===== src/hw/rtl/bpc_pkg.sv =====
// ----------------------------------------------------------------------------
// bpc_pkg
// shared types, constants and helpers of the pressure compensation block
// ----------------------------------------------------------------------------
`default_nettype none

package bpc_pkg;

  // configuration register indexes
  localparam logic [2:0] REG_AC1_AC2 = 3'd0;
  localparam logic [2:0] REG_AC3_AC4 = 3'd1;
  localparam logic [2:0] REG_AC5_AC6 = 3'd2;
  localparam logic [2:0] REG_B1_B2   = 3'd3;
  localparam logic [2:0] REG_MC_MD   = 3'd4;

  // input modes and result status codes
  localparam logic MODE_TEMP  = 1'b0;
  localparam logic MODE_PRESS = 1'b1;
  localparam logic STATUS_OK      = 1'b0;
  localparam logic STATUS_DIVZERO = 1'b1;

  // compensation constants
  localparam logic [31:0] C_B6_OFFSET = 32'd4000;
  localparam logic [31:0] C_X3_BIAS   = 32'd32768;
  localparam logic [31:0] C_B7_SCALE  = 32'd50000;
  localparam logic [31:0] C_P_SQ      = 32'd3038;
  localparam logic [31:0] C_P_LIN     = 32'hFFFF_E343;  // -7357
  localparam logic [31:0] C_P_OFFSET  = 32'd3791;

  // datapath micro steps
  typedef enum logic [4:0] {
    ST_NONE, ST_LOAD,
    ST_T0, ST_T1, ST_T2,
    ST_P0, ST_P1, ST_P2, ST_P3, ST_P4, ST_P5, ST_P6, ST_P7, ST_P8, ST_P9, ST_P9B,
    ST_P10, ST_P11, ST_P12, ST_P13, ST_P14,
    ST_ERR
  } step_e;

  // controller to datapath
  typedef struct packed {
    step_e step;
    logic  div_start;
  } cmd_t;

  // datapath to controller
  typedef struct packed {
    logic den_zero;
    logic b4_zero;
    logic div_done;
  } stat_t;

  // arithmetic right shift of a 32-bit pattern
  function automatic logic [31:0] asr(input logic [31:0] v, input logic [4:0] s);
    asr = $unsigned($signed(v) >>> s);
  endfunction

  // sign extension of a 16-bit coefficient
  function automatic logic [31:0] sx16(input logic [15:0] v);
    sx16 = {{16{v[15]}}, v};
  endfunction

endpackage

`default_nettype wire


===== src/hw/rtl/bpc_if.sv =====
// ----------------------------------------------------------------------------
// bpc_if
// valid/ready channels of the pressure compensation block
// ----------------------------------------------------------------------------
`default_nettype none

interface bpc_in_if;
  logic        valid;
  logic        ready;
  logic        mode;
  logic [23:0] raw_sample;
  logic [1:0]  oversampling;
  modport source (output valid, output mode, output raw_sample, output oversampling,
                  input ready);
  modport sink (input valid, input mode, input raw_sample, input oversampling,
                output ready);
endinterface

interface bpc_out_if;
  logic               valid;
  logic               ready;
  logic signed [31:0] value;
  logic               status;
  modport source (output valid, output value, output status, input ready);
  modport sink (input valid, input value, input status, output ready);
endinterface

interface bpc_cfg_if;
  logic        valid;
  logic        ready;
  logic [2:0]  index;
  logic [31:0] data;
  modport source (output valid, output index, output data, input ready);
  modport sink (input valid, input index, input data, output ready);
endinterface

`default_nettype wire


===== src/hw/rtl/barometric_pressure_compensation.sv =====
// ----------------------------------------------------------------------------
// barometric_pressure_compensation
// integer temperature and pressure compensation of raw barometer conversions
// ----------------------------------------------------------------------------
// temperature and pressure items run as step sequences through the bit-serial divider
// and the single shared multiplier, from accept to result
// throughput: one item at a time, next item taken as soon as the sequencer is idle
// a finished result waits in the output register while the next item runs
// reset: asynchronous active low, clears calibration registers and the kept intermediate
`default_nettype none

module barometric_pressure_compensation
  import bpc_pkg::*;
(
  input  wire logic clk_i,
  input  wire logic rst_ni,
  bpc_cfg_if.sink   cfg_if,
  bpc_in_if.sink    in_if,
  bpc_out_if.source out_if
);

  cmd_t  cmd;
  stat_t stat;
  logic [31:0] value;

  bpc_ctrl u_ctrl (
    .clk_i       (clk_i),
    .rst_ni      (rst_ni),
    .in_valid_i  (in_if.valid),
    .in_mode_i   (in_if.mode),
    .in_ready_o  (in_if.ready),
    .out_valid_o (out_if.valid),
    .out_ready_i (out_if.ready),
    .stat_i      (stat),
    .cmd_o       (cmd)
  );

  bpc_datapath u_dp (
    .clk_i          (clk_i),
    .rst_ni         (rst_ni),
    .cmd_i          (cmd),
    .stat_o         (stat),
    .cfg_we_i       (cfg_if.valid),
    .cfg_index_i    (cfg_if.index),
    .cfg_data_i     (cfg_if.data),
    .raw_sample_i   (in_if.raw_sample),
    .oversampling_i (in_if.oversampling),
    .value_o        (value),
    .status_o       (out_if.status)
  );

  // configuration writes always taken
  assign cfg_if.ready = 1'b1;
  assign out_if.value = $signed(value);

endmodule

`default_nettype wire


===== src/hw/rtl/bpc_divider.sv =====
// ----------------------------------------------------------------------------
// bpc_divider
// unsigned 32 by 32 restoring divider, one quotient bit per cycle
// ----------------------------------------------------------------------------
`default_nettype none

module bpc_divider (
  input  wire logic        clk_i,
  input  wire logic        rst_ni,
  input  wire logic        start_i,
  input  wire logic [31:0] num_i,
  input  wire logic [31:0] den_i,
  output logic             done_o,
  output logic [31:0]      quo_o
);

  logic [31:0] rem_q, rem_d, quo_q, quo_d, den_q;
  logic [4:0]  cnt_q, cnt_d;
  logic        busy_q, busy_d, done_q, done_d;
  logic [32:0] rem_sh, diff;

  // one restoring step
  always_comb begin
    rem_sh = {rem_q, quo_q[31]};
    diff   = rem_sh - {1'b0, den_q};
    rem_d  = rem_q;
    quo_d  = quo_q;
    cnt_d  = cnt_q;
    busy_d = busy_q;
    done_d = 1'b0;
    if (start_i) begin
      rem_d  = '0;
      quo_d  = num_i;
      cnt_d  = '0;
      busy_d = 1'b1;
    end else if (busy_q) begin
      if (!diff[32]) begin
        rem_d = diff[31:0];
        quo_d = {quo_q[30:0], 1'b1};
      end else begin
        rem_d = rem_sh[31:0];
        quo_d = {quo_q[30:0], 1'b0};
      end
      cnt_d = cnt_q + 5'd1;
      if (cnt_q == 5'd31) begin
        busy_d = 1'b0;
        done_d = 1'b1;
      end
    end
  end

  // control state
  always_ff @(posedge clk_i or negedge rst_ni) begin
    if (!rst_ni) begin
      busy_q <= 1'b0;
      done_q <= 1'b0;
      cnt_q  <= '0;
    end else begin
      busy_q <= busy_d;
      done_q <= done_d;
      cnt_q  <= cnt_d;
    end
  end

  // operands
  always_ff @(posedge clk_i) begin
    rem_q <= rem_d;
    quo_q <= quo_d;
    if (start_i) den_q <= den_i;
  end

  assign done_o = done_q;
  assign quo_o  = quo_q;

endmodule

`default_nettype wire


===== src/hw/rtl/bpc_datapath.sv =====
// ----------------------------------------------------------------------------
// bpc_datapath
// calibration registers, working registers, shared multiplier and divider
// ----------------------------------------------------------------------------
`default_nettype none

module bpc_datapath
  import bpc_pkg::*;
(
  input  wire logic        clk_i,
  input  wire logic        rst_ni,
  input  wire cmd_t        cmd_i,
  output stat_t            stat_o,
  input  wire logic        cfg_we_i,
  input  wire logic [2:0]  cfg_index_i,
  input  wire logic [31:0] cfg_data_i,
  input  wire logic [23:0] raw_sample_i,
  input  wire logic [1:0]  oversampling_i,
  output logic [31:0]      value_o,
  output logic             status_o
);

  logic [31:0] cal0_q, cal1_q, cal2_q, cal3_q, cal4_q, ti_q;
  logic [23:0] raw_q;
  logic [1:0]  oss_q;
  logic [31:0] acc_q, aux_q, b6_q, sq_q, b3_q, b4_q, p_q, value_q;
  logic        neg_q, wide_q, status_q;

  logic [31:0] ac1, ac2, ac3, ac4, ac5, ac6, b1, b2, mc, md;
  logic [31:0] ut, up, scale, den, num_t;
  logic [31:0] mul_a, mul_b, prod;
  logic [31:0] div_n, div_d, div_q, x2, b5, p8;
  logic        div_done;

  // coefficient fields
  assign ac1 = sx16(cal0_q[31:16]);
  assign ac2 = sx16(cal0_q[15:0]);
  assign ac3 = sx16(cal1_q[31:16]);
  assign ac4 = {16'd0, cal1_q[15:0]};
  assign ac5 = {16'd0, cal2_q[31:16]};
  assign ac6 = {16'd0, cal2_q[15:0]};
  assign b1  = sx16(cal3_q[31:16]);
  assign b2  = sx16(cal3_q[15:0]);
  assign mc  = sx16(cal4_q[31:16]);
  assign md  = sx16(cal4_q[15:0]);

  // raw values and derived terms
  assign ut    = {16'd0, raw_q[15:0]};
  assign up    = {8'd0, raw_q} >> (4'd8 - {2'd0, oss_q});
  assign scale = C_B7_SCALE >> oss_q;
  assign den   = acc_q + md;
  assign num_t = mc << 11;
  assign p8    = asr(p_q, 5'd8);

  // shared multiplier operand select
  always_comb begin
    mul_a = '0;
    mul_b = '0;
    unique case (cmd_i.step)
      ST_T0:   begin mul_a = ut - ac6;  mul_b = ac5;       end
      ST_P1:   begin mul_a = b6_q;      mul_b = b6_q;      end
      ST_P2:   begin mul_a = b2;        mul_b = sq_q;      end
      ST_P3:   begin mul_a = ac2;       mul_b = b6_q;      end
      ST_P5:   begin mul_a = ac3;       mul_b = b6_q;      end
      ST_P6:   begin mul_a = b1;        mul_b = sq_q;      end
      ST_P8:   begin mul_a = ac4;       mul_b = acc_q;     end
      ST_P9:   begin mul_a = up - b3_q; mul_b = scale;     end
      ST_P11:  begin mul_a = p8;        mul_b = p8;        end
      ST_P12:  begin mul_a = acc_q;     mul_b = C_P_SQ;    end
      ST_P13:  begin mul_a = C_P_LIN;   mul_b = p_q;       end
      default: begin mul_a = '0;        mul_b = '0;        end
    endcase
  end

  assign prod = mul_a * mul_b;

  // divider operand select
  always_comb begin
    if (cmd_i.step == ST_P9B) begin
      div_n = p_q[31] ? p_q : (p_q << 1);
      div_d = b4_q;
    end else begin
      div_n = num_t[31] ? (32'd0 - num_t) : num_t;
      div_d = den[31] ? (32'd0 - den) : den;
    end
  end

  bpc_divider u_div (
    .clk_i   (clk_i),
    .rst_ni  (rst_ni),
    .start_i (cmd_i.div_start),
    .num_i   (div_n),
    .den_i   (div_d),
    .done_o  (div_done),
    .quo_o   (div_q)
  );

  assign x2 = neg_q ? (32'd0 - div_q) : div_q;
  assign b5 = acc_q + x2;

  // calibration registers and kept intermediate
  always_ff @(posedge clk_i or negedge rst_ni) begin
    if (!rst_ni) begin
      cal0_q <= '0;
      cal1_q <= '0;
      cal2_q <= '0;
      cal3_q <= '0;
      cal4_q <= '0;
      ti_q   <= '0;
    end else begin
      if (cfg_we_i) begin
        unique case (cfg_index_i)
          REG_AC1_AC2: cal0_q <= cfg_data_i;
          REG_AC3_AC4: cal1_q <= cfg_data_i;
          REG_AC5_AC6: cal2_q <= cfg_data_i;
          REG_B1_B2:   cal3_q <= cfg_data_i;
          REG_MC_MD:   cal4_q <= cfg_data_i;
          default:     ;
        endcase
      end
      if (cmd_i.step == ST_T2) ti_q <= b5;
    end
  end

  // working registers, one step per cycle while the controller issues steps
  always_ff @(posedge clk_i) begin
    unique case (cmd_i.step)
      ST_LOAD: begin raw_q <= raw_sample_i; oss_q <= oversampling_i; end
      ST_T0:   acc_q <= asr(prod, 5'd15);
      ST_T1:   neg_q <= num_t[31] ^ den[31];
      ST_T2: begin
        value_q  <= asr(b5 + 32'd8, 5'd4);
        status_q <= STATUS_OK;
      end
      ST_P0:   b6_q  <= ti_q - C_B6_OFFSET;
      ST_P1:   sq_q  <= asr(prod, 5'd12);
      ST_P2:   acc_q <= asr(prod, 5'd11);
      ST_P3:   acc_q <= acc_q + asr(prod, 5'd11);
      ST_P4:   b3_q  <= asr((((ac1 << 2) + acc_q) << oss_q) + 32'd2, 5'd2);
      ST_P5:   acc_q <= asr(prod, 5'd13);
      ST_P6:   acc_q <= acc_q + asr(prod, 5'd16);
      ST_P7:   acc_q <= asr(acc_q + 32'd2, 5'd2) + C_X3_BIAS;
      ST_P8:   b4_q  <= prod >> 15;
      ST_P9:   p_q   <= prod;
      ST_P9B:  wide_q <= p_q[31];
      ST_P10:  p_q   <= wide_q ? (div_q << 1) : div_q;
      ST_P11:  acc_q <= prod;
      ST_P12:  acc_q <= asr(prod, 5'd16);
      ST_P13:  aux_q <= asr(prod, 5'd16);
      ST_P14: begin
        value_q  <= p_q + asr(acc_q + aux_q + C_P_OFFSET, 5'd4);
        status_q <= STATUS_OK;
      end
      ST_ERR: begin
        value_q  <= '0;
        status_q <= STATUS_DIVZERO;
      end
      default: ;
    endcase
  end

  assign stat_o.den_zero = (den == 32'd0);
  assign stat_o.b4_zero  = (b4_q == 32'd0);
  assign stat_o.div_done = div_done;
  assign value_o  = value_q;
  assign status_o = status_q;

endmodule

`default_nettype wire


===== src/hw/rtl/bpc_ctrl.sv =====
// ----------------------------------------------------------------------------
// bpc_ctrl
// sequencer of the temperature and pressure step lists and the output slot
// ----------------------------------------------------------------------------
`default_nettype none

module bpc_ctrl
  import bpc_pkg::*;
(
  input  wire logic  clk_i,
  input  wire logic  rst_ni,
  input  wire logic  in_valid_i,
  input  wire logic  in_mode_i,
  output logic       in_ready_o,
  output logic       out_valid_o,
  input  wire logic  out_ready_i,
  input  wire stat_t stat_i,
  output cmd_t       cmd_o
);

  localparam logic [4:0] S_IDLE = 5'd0;
  localparam logic [4:0] S_T0   = 5'd1;
  localparam logic [4:0] S_T1   = 5'd2;
  localparam logic [4:0] S_TDIV = 5'd3;
  localparam logic [4:0] S_T2   = 5'd4;
  localparam logic [4:0] S_P0   = 5'd5;
  localparam logic [4:0] S_P1   = 5'd6;
  localparam logic [4:0] S_P2   = 5'd7;
  localparam logic [4:0] S_P3   = 5'd8;
  localparam logic [4:0] S_P4   = 5'd9;
  localparam logic [4:0] S_P5   = 5'd10;
  localparam logic [4:0] S_P6   = 5'd11;
  localparam logic [4:0] S_P7   = 5'd12;
  localparam logic [4:0] S_P8   = 5'd13;
  localparam logic [4:0] S_P9   = 5'd14;
  localparam logic [4:0] S_P9B  = 5'd15;
  localparam logic [4:0] S_PDIV = 5'd16;
  localparam logic [4:0] S_P10  = 5'd17;
  localparam logic [4:0] S_P11  = 5'd18;
  localparam logic [4:0] S_P12  = 5'd19;
  localparam logic [4:0] S_P13  = 5'd20;
  localparam logic [4:0] S_P14  = 5'd21;
  localparam logic [4:0] S_ERR  = 5'd22;

  logic [4:0] state_q, state_d;
  logic       out_valid_q, out_valid_d;
  logic       slot_free, accept, wr;

  assign slot_free = !out_valid_q || out_ready_i;
  assign accept    = in_valid_i && (state_q == S_IDLE);

  // next state and step command
  always_comb begin
    state_d       = state_q;
    cmd_o.step    = ST_NONE;
    cmd_o.div_start = 1'b0;
    wr            = 1'b0;
    unique case (state_q)
      S_IDLE: if (accept) begin
        cmd_o.step = ST_LOAD;
        state_d    = (in_mode_i == MODE_TEMP) ? S_T0 : S_P0;
      end
      S_T0: begin cmd_o.step = ST_T0; state_d = S_T1; end
      S_T1: begin
        cmd_o.step = ST_T1;
        if (stat_i.den_zero) begin
          state_d = S_ERR;
        end else begin
          cmd_o.div_start = 1'b1;
          state_d = S_TDIV;
        end
      end
      S_TDIV: if (stat_i.div_done) state_d = S_T2;
      S_T2: if (slot_free) begin
        cmd_o.step = ST_T2; wr = 1'b1; state_d = S_IDLE;
      end
      S_P0: begin cmd_o.step = ST_P0; state_d = S_P1; end
      S_P1: begin cmd_o.step = ST_P1; state_d = S_P2; end
      S_P2: begin cmd_o.step = ST_P2; state_d = S_P3; end
      S_P3: begin cmd_o.step = ST_P3; state_d = S_P4; end
      S_P4: begin cmd_o.step = ST_P4; state_d = S_P5; end
      S_P5: begin cmd_o.step = ST_P5; state_d = S_P6; end
      S_P6: begin cmd_o.step = ST_P6; state_d = S_P7; end
      S_P7: begin cmd_o.step = ST_P7; state_d = S_P8; end
      S_P8: begin cmd_o.step = ST_P8; state_d = S_P9; end
      S_P9: begin cmd_o.step = ST_P9; state_d = S_P9B; end
      S_P9B: begin
        cmd_o.step = ST_P9B;
        if (stat_i.b4_zero) begin
          state_d = S_ERR;
        end else begin
          cmd_o.div_start = 1'b1;
          state_d = S_PDIV;
        end
      end
      S_PDIV: if (stat_i.div_done) state_d = S_P10;
      S_P10: begin cmd_o.step = ST_P10; state_d = S_P11; end
      S_P11: begin cmd_o.step = ST_P11; state_d = S_P12; end
      S_P12: begin cmd_o.step = ST_P12; state_d = S_P13; end
      S_P13: begin cmd_o.step = ST_P13; state_d = S_P14; end
      S_P14: if (slot_free) begin
        cmd_o.step = ST_P14; wr = 1'b1; state_d = S_IDLE;
      end
      S_ERR: if (slot_free) begin
        cmd_o.step = ST_ERR; wr = 1'b1; state_d = S_IDLE;
      end
      default: state_d = S_IDLE;
    endcase
  end

  // output slot valid
  always_comb begin
    out_valid_d = out_valid_q;
    if (out_ready_i) out_valid_d = 1'b0;
    if (wr) out_valid_d = 1'b1;
  end

  always_ff @(posedge clk_i or negedge rst_ni) begin
    if (!rst_ni) begin
      state_q     <= S_IDLE;
      out_valid_q <= 1'b0;
    end else begin
      state_q     <= state_d;
      out_valid_q <= out_valid_d;
    end
  end

  assign in_ready_o  = (state_q == S_IDLE);
  assign out_valid_o = out_valid_q;

endmodule

`default_nettype wire

===== src/flat_wrapper.sv =====
// flat-port wrapper written by rule: the top's interface ports become plain ports
module barometric_pressure_compensation_flat import bpc_pkg::*;
  (clk_i, rst_ni, cfg_if_valid, cfg_if_index, cfg_if_data, cfg_if_ready, in_if_valid, in_if_mode, in_if_raw_sample, in_if_oversampling, in_if_ready, out_if_valid, out_if_value, out_if_status, out_if_ready);
  bpc_cfg_if cfg_if_i ();
  bpc_in_if in_if_i ();
  bpc_out_if out_if_i ();
  input  wire logic clk_i;
  input  wire logic rst_ni;
  input wire logic [$bits(cfg_if_i.valid)-1:0] cfg_if_valid;
  input wire logic [$bits(cfg_if_i.index)-1:0] cfg_if_index;
  input wire logic [$bits(cfg_if_i.data)-1:0] cfg_if_data;
  output wire logic [$bits(cfg_if_i.ready)-1:0] cfg_if_ready;
  input wire logic [$bits(in_if_i.valid)-1:0] in_if_valid;
  input wire logic [$bits(in_if_i.mode)-1:0] in_if_mode;
  input wire logic [$bits(in_if_i.raw_sample)-1:0] in_if_raw_sample;
  input wire logic [$bits(in_if_i.oversampling)-1:0] in_if_oversampling;
  output wire logic [$bits(in_if_i.ready)-1:0] in_if_ready;
  output wire logic [$bits(out_if_i.valid)-1:0] out_if_valid;
  output wire logic [$bits(out_if_i.value)-1:0] out_if_value;
  output wire logic [$bits(out_if_i.status)-1:0] out_if_status;
  input wire logic [$bits(out_if_i.ready)-1:0] out_if_ready;
  assign cfg_if_i.valid = cfg_if_valid;
  assign cfg_if_i.index = cfg_if_index;
  assign cfg_if_i.data = cfg_if_data;
  assign cfg_if_ready = cfg_if_i.ready;
  assign in_if_i.valid = in_if_valid;
  assign in_if_i.mode = in_if_mode;
  assign in_if_i.raw_sample = in_if_raw_sample;
  assign in_if_i.oversampling = in_if_oversampling;
  assign in_if_ready = in_if_i.ready;
  assign out_if_valid = out_if_i.valid;
  assign out_if_value = out_if_i.value;
  assign out_if_status = out_if_i.status;
  assign out_if_i.ready = out_if_ready;
  barometric_pressure_compensation u_core (.clk_i(clk_i), .rst_ni(rst_ni), .cfg_if(cfg_if_i), .in_if(in_if_i), .out_if(out_if_i));
endmodule

===== config.mk =====
export PLATFORM = sky130hd
export DESIGN_NAME = barometric_pressure_compensation_flat
export DESIGN_NICKNAME = d
export VERILOG_FILES = /design/src/hw/rtl/bpc_pkg.sv /design/src/hw/rtl/bpc_if.sv /design/src/hw/rtl/barometric_pressure_compensation.sv /design/src/hw/rtl/bpc_divider.sv /design/src/hw/rtl/bpc_datapath.sv /design/src/hw/rtl/bpc_ctrl.sv /design/src/flat_wrapper.sv
export SDC_FILE = /design/constraint.sdc
export NUM_CORES = 2
export LEC_CHECK = 0
export BUFFER_PORTS_ARGS = -buffer_cell sky130_fd_sc_hd__buf_2
export CORE_MARGIN = 2
export CORE_UTILIZATION = 40
export CTS_CLUSTER_DIAMETER = 150
export DETAILED_ROUTE_END_ITERATION = 16
export MAX_ROUTING_LAYER = met4
export PLACE_DENSITY = 0.52
export SYNTH_ARGS = -nofsm -noshare
export SYNTH_HDL_FRONTEND = slang
export SYNTH_HIERARCHICAL = 1
export SYNTH_SLANG_ARGS = --single-unit

===== constraint.sdc =====
create_clock -name clk_i -period 22 [get_ports clk_i]
set_clock_uncertainty 0.05 [all_clocks]
set_input_delay 4.4 -clock clk_i [delete_from_list [all_inputs] [get_ports clk_i]]
set_output_delay 4.4 -clock clk_i [all_outputs]
set_load 0.005 [all_outputs]

### Yosys cells after proc, flatten, opt, wreduce, memory -nomap -nowiden

Index checks and enable logic that the tools add are counted.

| storage, ports and cells | value |
|---|---|
| input bits | 67 |
| bits in registers | 541 |
| bits in read-only memories | 0 |
| memory bits (writable) | 0 |
| output and inout port bits | 36 |
| word-level logic and storage cells | 177 |
| latch bits | 0 |
| memories kept | 0 |

| cells by class | value |
|---|---|
| multiply operators | 1 |
| shift-type cells | 3 |
| muxes and demuxes | 45 |
| magnitude comparators | 0 |
| add/sub/neg operators | 21 |
| reductions and logical operators | 24 |
| eq/ne operators | 52 |
| bitwise operators | 2 |
| divide/modulo/power cells | 0 |

Operators by type and width:

| operator | number |
|---|---|
| case mux 32 bit (8 select lines) | 2 |
| case mux 32 bit (11 select lines) | 1 |
| 2-to-1 mux 32 bit | 8 |
| adder 32 bit | 7 |
| case mux 5 bit (21 select lines) | 2 |
| case mux 32 bit (3 select lines) | 1 |
| equality test 5 x 4 -> 1 bit (second input constant) | 16 |
| equality test 5 bit (second input constant) | 14 |
| adder 32 x 2 -> 32 bit (second input constant) | 2 |
| logical NOT 32 bit | 2 |
| case mux 32 bit (2 select lines) | 1 |
| subtractor 1 x 32 -> 32 bit (first input constant) | 2 |
| 2-to-1 mux 5 bit | 9 |
| equality test 5 x 3 -> 1 bit (second input constant) | 8 |
| subtractor 33 x 32 -> 33 bit | 1 |
| adder 32 x 12 -> 32 bit (second input constant) | 1 |
| adder 32 x 4 -> 32 bit (second input constant) | 1 |
| multiplier 32 x 32 -> 32 bit | 1 |
| left shift 32 x 2 -> 32 bit | 1 |
| >> shifter 16 x 2 -> 32 bit (first input constant) | 1 |
| >> shifter 24 x 4 -> 32 bit | 1 |
| subtractor 32 x 12 -> 32 bit (second input constant) | 1 |
| subtractor 32 bit | 1 |
| adder 30 x 17 -> 31 bit (second input constant) | 1 |
| 30 further kinds | 63 |

### Logic depth before layout (Yosys ltp)

| logic depth | value |
|---|---|
| depth after elaboration | 10 |
| depth in mapped cells | 70 |
| gate-level depth less buffers | 66 |

### Modules after synthesis

The synthesis kept the hierarchy.

By module, submodules not included:

| module | area each (um^2) | instances | cells each | sequential area each (um^2) |
|---|---|---|---|---|
| bpc_datapath | 51629.5 | 1 | 5796 | 12011.5 |
| bpc_divider | 6025.8 | 1 | 606 | 2737.6 |
| bpc_ctrl | 686.9 | 1 | 90 | 150.1 |
| barometric_pressure_compensation | 11.3 | 1 | 2 | 0.0 |

### Least setup slack after synthesis

No wires, ideal clock.

| path | value |
|---|---|
| path type | input to register |
| start | in out_if_ready |
| end | reg u_core.u_dp.acc_q[31] (data pin) |
| path buffers | 5 |
| data required time | 21.691 ns |
| library setup time | 0.259 ns |
| path slack | 3.307 ns |
| stages on the path | 58 |
| data arrival time | 18.384 ns |
| cell sequence | nor2b_1 -> o21ai_0 -> nand2_1 -> a2111oi_0 -> nand2b_1 -> clkbuf_1 -> nor2_1 -> clkbuf_1 -> buf_1 -> clkbuf_1 -> a22oi_1 -> and4_1 -> clkbuf_1 -> or2_2 -> fa_1 -> inv_1 -> fa_1 -> fa_1 -> (+22 left out) -> xnor3_2 -> nand2_1 -> o21ai_0 -> ha_1 -> a21o_1 -> a21o_1 -> a21oi_1 -> o21ai_0 -> nor2_1 -> a21oi_1 -> or4_1 -> a311oi_1 -> o21bai_1 -> a21oi_1 -> xor2_1 -> o21ai_0 -> and3_1 -> o21bai_1 |

RTL lines:

| item | RTL line | text |
|---|---|---|
| start: declaration | flat_wrapper.sv:21 | `input wire logic [$bits(out_if_i.ready)-1:0] out_if_ready;` |
| end signal: assignment | bpc_datapath.sv:129 | `ST_T0: acc_q <= asr(prod, 5'd15);` |
| end signal: assignment | bpc_datapath.sv:137 | `ST_P2: acc_q <= asr(prod, 5'd11);` |
| end signal: assignment | bpc_datapath.sv:138 | `ST_P3: acc_q <= acc_q + asr(prod, 5'd11);` |
| end: declaration | bpc_datapath.sv:26 | `logic [31:0] acc_q, aux_q, b6_q, sq_q, b3_q, b4_q, p_q, value_q;` |

==> impl_metrics.xml <==
<?xml version="1.0" encoding="UTF-8"?>
<metrics>
  <group name="logic_synthesis">
    <metric name="netlist_area" unit="um^2">58400</metric>
    <metric name="ys_top_cells_by_area" unit="">edfxtp_1, fa_1, ha_1, dfrtp_1, xnor2_1</metric>
    <metric name="yosysWarnings" unit="">6</metric>
    <metric name="synth-main-ff-cell" unit="">edfxtp_1</metric>
    <metric name="synthArstFlopShare" unit="%">37.9</metric>
    <metric name="synth.lib_cells_used.distinct" unit="">109</metric>
    <metric name="postSynthAreaPerCell" unit="um^2">8.99</metric>
    <metric name="most_numerous_cell_in_the_yosys_netlist" unit="">inv_1</metric>
    <metric name="number_of_enable_type_register_cells_in_the_synthesized_netlist" unit="">304</metric>
    <metric name="synth_top_area_cell" unit="">edfxtp_1</metric>
    <metric name="synth-seq-area-share" unit="%">25.5</metric>
    <metric name="synth_top_cells_by_count" unit="">inv_1, nand2_1, nor2_1, ha_1, fa_1</metric>
    <metric name="synth-seq-cells" unit="">541</metric>
    <metric name="synth_cells" unit="">6494</metric>
    <metric name="netlist.area_leader.share" unit="%">15.6</metric>
  </group>
  <group name="setup_path">
    <metric name="reg2regPathDepth" unit="">64</metric>
    <metric name="worst-setup-path-type" unit="">in2reg</metric>
    <metric name="crit_path_max_fanout" unit="">26</metric>
    <metric name="worst_setup_path_start_kind" unit="">input port</metric>
    <metric name="worstSetupEndpoint" unit="">u_core/u_dp/acc_q[31]</metric>
    <metric name="worst-endpoint-required" unit="ps">22470</metric>
    <metric name="critPathSlowestCell" unit="">a21oi_1</metric>
    <metric name="worstReg2RegStart" unit="">u_core/u_dp/oss_q[0]</metric>
    <metric name="reg2reg_slack" unit="ps">3750</metric>
    <metric name="worst_path_arrival" unit="ps">19740</metric>
    <metric name="setup.worst_path.end_class" unit="">flip-flop</metric>
    <metric name="cp_num_cells" unit="">60</metric>
    <metric name="cpLargestDelayFamily" unit="">adder cells</metric>
    <metric name="critical_path.most_common_cell" unit="">xnor2_1</metric>
    <metric name="regToRegEndpoint" unit="">u_core/u_dp/acc_q[31]</metric>
    <metric name="critical_path_buf_inv_count" unit="">7</metric>
    <metric name="crit_path_max_incr_delay" unit="ps">620</metric>
    <metric name="cp-startpoint" unit="">out_if_ready</metric>
  </group>
  <group name="final_layout">
    <metric name="share_of_post_route_cells_with_drive_strength_above_1" unit="%">11.0</metric>
    <metric name="fillCellCount" unit="">14400</metric>
    <metric name="synthToLayoutAreaGrowth" unit="%">9.48</metric>
    <metric name="design.final.nets" unit="">7437</metric>
  </group>
  <group name="clock_tree">
    <metric name="root_buffer" unit="">clkbuf_16</metric>
    <metric name="clk_pin_slew" unit="ps">60</metric>
    <metric name="cts_inserted_buffers" unit="">69</metric>
    <metric name="cts-root-to-sink-buffers" unit="">3</metric>
    <metric name="tritoncts_clock_tree" unit="">built</metric>
    <metric name="cts_resized" unit="">0</metric>
    <metric name="cts_setup_buffers" unit="">0</metric>
    <metric name="count_of_clock_tree_sinks" unit="">541</metric>
    <metric name="htreeDepth" unit="">3</metric>
    <metric name="clk_latency" unit="ps">670</metric>
    <metric name="cts.hold.buffers_added" unit="">0</metric>
  </group>
  <group name="die">
    <metric name="fp.dieH" unit="um">386</metric>
    <metric name="top_level_ports" unit="">103</metric>
    <metric name="die_width" unit="um">386</metric>
    <metric name="rows" unit="">140</metric>
    <metric name="core" unit="um^2">145000</metric>
    <metric name="floorplan.die_area" unit="um^2">149000</metric>
    <metric name="start_util" unit="%">40.2</metric>
  </group>
  <group name="run_status">
    <metric name="run_status" unit="">completed</metric>
  </group>
  <group name="drt">
    <metric name="wl_per_cell" unit="um">27.8</metric>
    <metric name="firstDrtPassIters" unit="">8</metric>
    <metric name="dr.first_iter.drc_count" unit="">5486</metric>
    <metric name="post-route-drc-count" unit="">0</metric>
    <metric name="drt.antenna.violating_nets" unit="">0</metric>
    <metric name="dr_total_vias" unit="">50500</metric>
    <metric name="wirelength" unit="mm">237</metric>
    <metric name="viasPerCell" unit="">5.92</metric>
  </group>
  <group name="timing">
    <metric name="layout_worst_path_cycle_share" unit="%">87.6</metric>
    <metric name="grt_setup_unrepaired" unit="">false</metric>
    <metric name="final-setup-viol-count" unit="">0</metric>
    <metric name="timing.final.hold_violations" unit="">0</metric>
    <metric name="transition_time_at_the_pin_with_the_least_slew_margin" unit="ps">1300</metric>
    <metric name="tns" unit="ps">0</metric>
    <metric name="final_max_slew_viol_count" unit="">0</metric>
    <metric name="slew_headroom" unit="%">12.8</metric>
    <metric name="timing.fmax" unit="GHz">0.0519</metric>
    <metric name="layout_min_cycle_time" unit="ps">19270</metric>
  </group>
  <group name="placed_design">
    <metric name="place_congestion" unit="">1.04</metric>
    <metric name="place.port_buffers" unit="">101</metric>
    <metric name="place.detailed.hpwl" unit="mm">183</metric>
  </group>
  <group name="global_routing">
    <metric name="gr-total-overflow" unit="">0</metric>
    <metric name="gr-usage-all-layers" unit="%">32.6</metric>
    <metric name="first_global_vias" unit="">48300</metric>
    <metric name="initial_antenna_violation_count" unit="">25</metric>
    <metric name="grt_first_pass_wirelength" unit="mm">343</metric>
    <metric name="grt_max_degree" unit="">80</metric>
  </group>
  <group name="job">
    <metric name="maxCapViolations" unit="">0</metric>
  </group>
  <group name="min_path">
    <metric name="min_path_type" unit="">reg2reg</metric>
  </group>
</metrics>
==> flip-flops by register name (all words and copies together), names as in the netlist, 16 cells and up <==
name,count
u_core/u_dp/value_o,32
u_core/u_dp/raw_q,24
u_core/u_dp/b6_q,32
u_core/u_dp/ti_q,32
u_core/u_dp/acc_q,32
u_core/u_dp/aux_q,16
u_core/u_dp/p_q,32
u_core/u_dp/cal4_q,32
u_core/u_dp/cal2_q,32
u_core/u_dp/u_div/rem_q,32
u_core/u_dp/cal3_q,32
u_core/u_dp/cal1_q,32
u_core/u_dp/b3_q,30
u_core/u_dp/sq_q,20
u_core/u_dp/cal0_q,32
u_core/u_dp/u_div/den_q,32
u_core/u_dp/u_div/quo_o,32
u_core/u_dp/b4_q,17
==> kinds of logic (layout without fill, tap and decap cells) <==
kind of cell             Yosys count  count (layout)  synth area share, %
multiplexers                     310             310                 5.83
XOR/XNOR                         473             473                 7.28
buffers and inverters            998            1086                 6.55
other                              2              25               0.0129
flip-flops                       541             541                 25.5
adder cells (fa/ha/maj)          841             841                 23.4
AO/OA/AOI/OAI                   1402            1402                 16.0
AND/OR/NAND/NOR                 1927            1927                 15.4
==> metal layers <==
metal  GRT usage, %  routed length (um)  vias to the layer above
met1           42.2               98600                    25100
met5              -                   0                        -
met3           6.42               20200                      520
met2           48.1              103000                     2189
met4           17.3               14900                        0
li1               -                   -                    22700
==> worst reg2reg max path: cells and delay by family (launching register included) <==
family	cells	cell delay (ps)
and+or+nand+nor	8	1640
AOI/OAI and AO/OA	22	5120
DFF	1	1030
xor gates and xnor gates	16	3700
buffers and inverters	7	1100
adders and majority gates	11	5450
==> worst min-delay path by stage <==
stage	startpoint	endpoint	slack [ps]	cells after the start
4_1_cts	u_core/u_dp/ti_q[2]	u_core/u_dp/b6_q[2]	400	0
3_3_place_gp	u_core/u_dp/ti_q[3]	u_core/u_dp/b6_q[3]	380	0
2_1_floorplan	u_core/u_dp/ti_q[0]	u_core/u_dp/b6_q[0]	370	0
6_report	u_core/u_dp/ti_q[2]	u_core/u_dp/b6_q[2]	400	0
3_5_place_dp	u_core/u_dp/ti_q[2]	u_core/u_dp/b6_q[2]	390	0
5_1_grt	u_core/u_dp/ti_q[2]	u_core/u_dp/b6_q[2]	420	0
==> metrics by stage <==
stage	hold slack, ps	area, um^2	instances	setup slack, ps	util (%)
after global routing	415	63900	8512	1800	44.0
final	404	63900	8522	2730	44.0
after detailed placement	385	61600	8375	2310	42.4
after CTS	400	63800	8502	2950	44.0
after global placement	379	61600	8375	2400	42.4
after floorplan	369	58400	6497	3310	-
==> cells in the final DEF, fill, tap and decap left out, types with 24 or more instances in the layout <==
| cell type | Yosys | layout |
|---|---|---|
| o21a_1 | 39 | 39 |
| a31oi_1 | 44 | 44 |
| nor3_1 | 105 | 99 |
| o211ai_1 | 24 | 24 |
| or2_2 | 32 | 32 |
| nor2_1 | 603 | 592 |
| dfrtp_1 | 205 | 204 |
| a221oi_1 | 33 | 32 |
| and2_1 | 33 | 33 |
| xor2_1 | 152 | 152 |
| o22ai_1 | 40 | 39 |
| a211o_1 | 35 | 35 |
| a21oi_1 | 321 | 319 |
| clkbuf_16 | 0 | 75 |
| nand3_1 | 120 | 119 |
| a211oi_1 | 68 | 58 |
| nand2b_1 | 80 | 80 |
| dfxtp_1 | 32 | 32 |
| nand4_1 | 40 | 40 |
| a22oi_1 | 57 | 57 |
| o31ai_1 | 40 | 40 |
| nor4_1 | 30 | 27 |
| edfxtp_1 | 304 | 304 |
| xnor2_1 | 313 | 313 |
| and3_1 | 63 | 63 |
| nor2b_1 | 61 | 61 |
| inv_1 | 697 | 697 |
| fa_1 | 416 | 416 |
| o21bai_1 | 40 | 40 |
| a311oi_1 | 27 | 27 |
| mux2_2 | 218 | 218 |
| a222oi_1 | 30 | 30 |
| buf_4 | 5 | 160 |
| mux2i_1 | 88 | 88 |
| buf_2 | 28 | 100 |
| o21ai_0 | 311 | 309 |
| or3_1 | 48 | 48 |
| ha_1 | 425 | 425 |
| nand2_1 | 610 | 608 |
| a21o_1 | 106 | 106 |
==> final cells by class <==
| cell class | count | area (um^2) | share of cell area [%] |
|---|---|---|---|
| sequential | 541 | 14900 | 23.3 |
| antenna | 20 | 50.0 | 0.0783 |
| clock inverter | 30 | 221 | 0.347 |
| tap | 1917 | 2400 | 3.75 |
| timing repair buffer | 261 | 1720 | 2.69 |
| multi-input combinational | 4958 | 39900 | 62.5 |
| clock buffer | 97 | 2050 | 3.21 |
| inverter | 698 | 2620 | 4.10 |
Power is left out: the tool's default activity adds up to more than one toggle a clock period on the data nets, which glitch-free logic cannot reach.
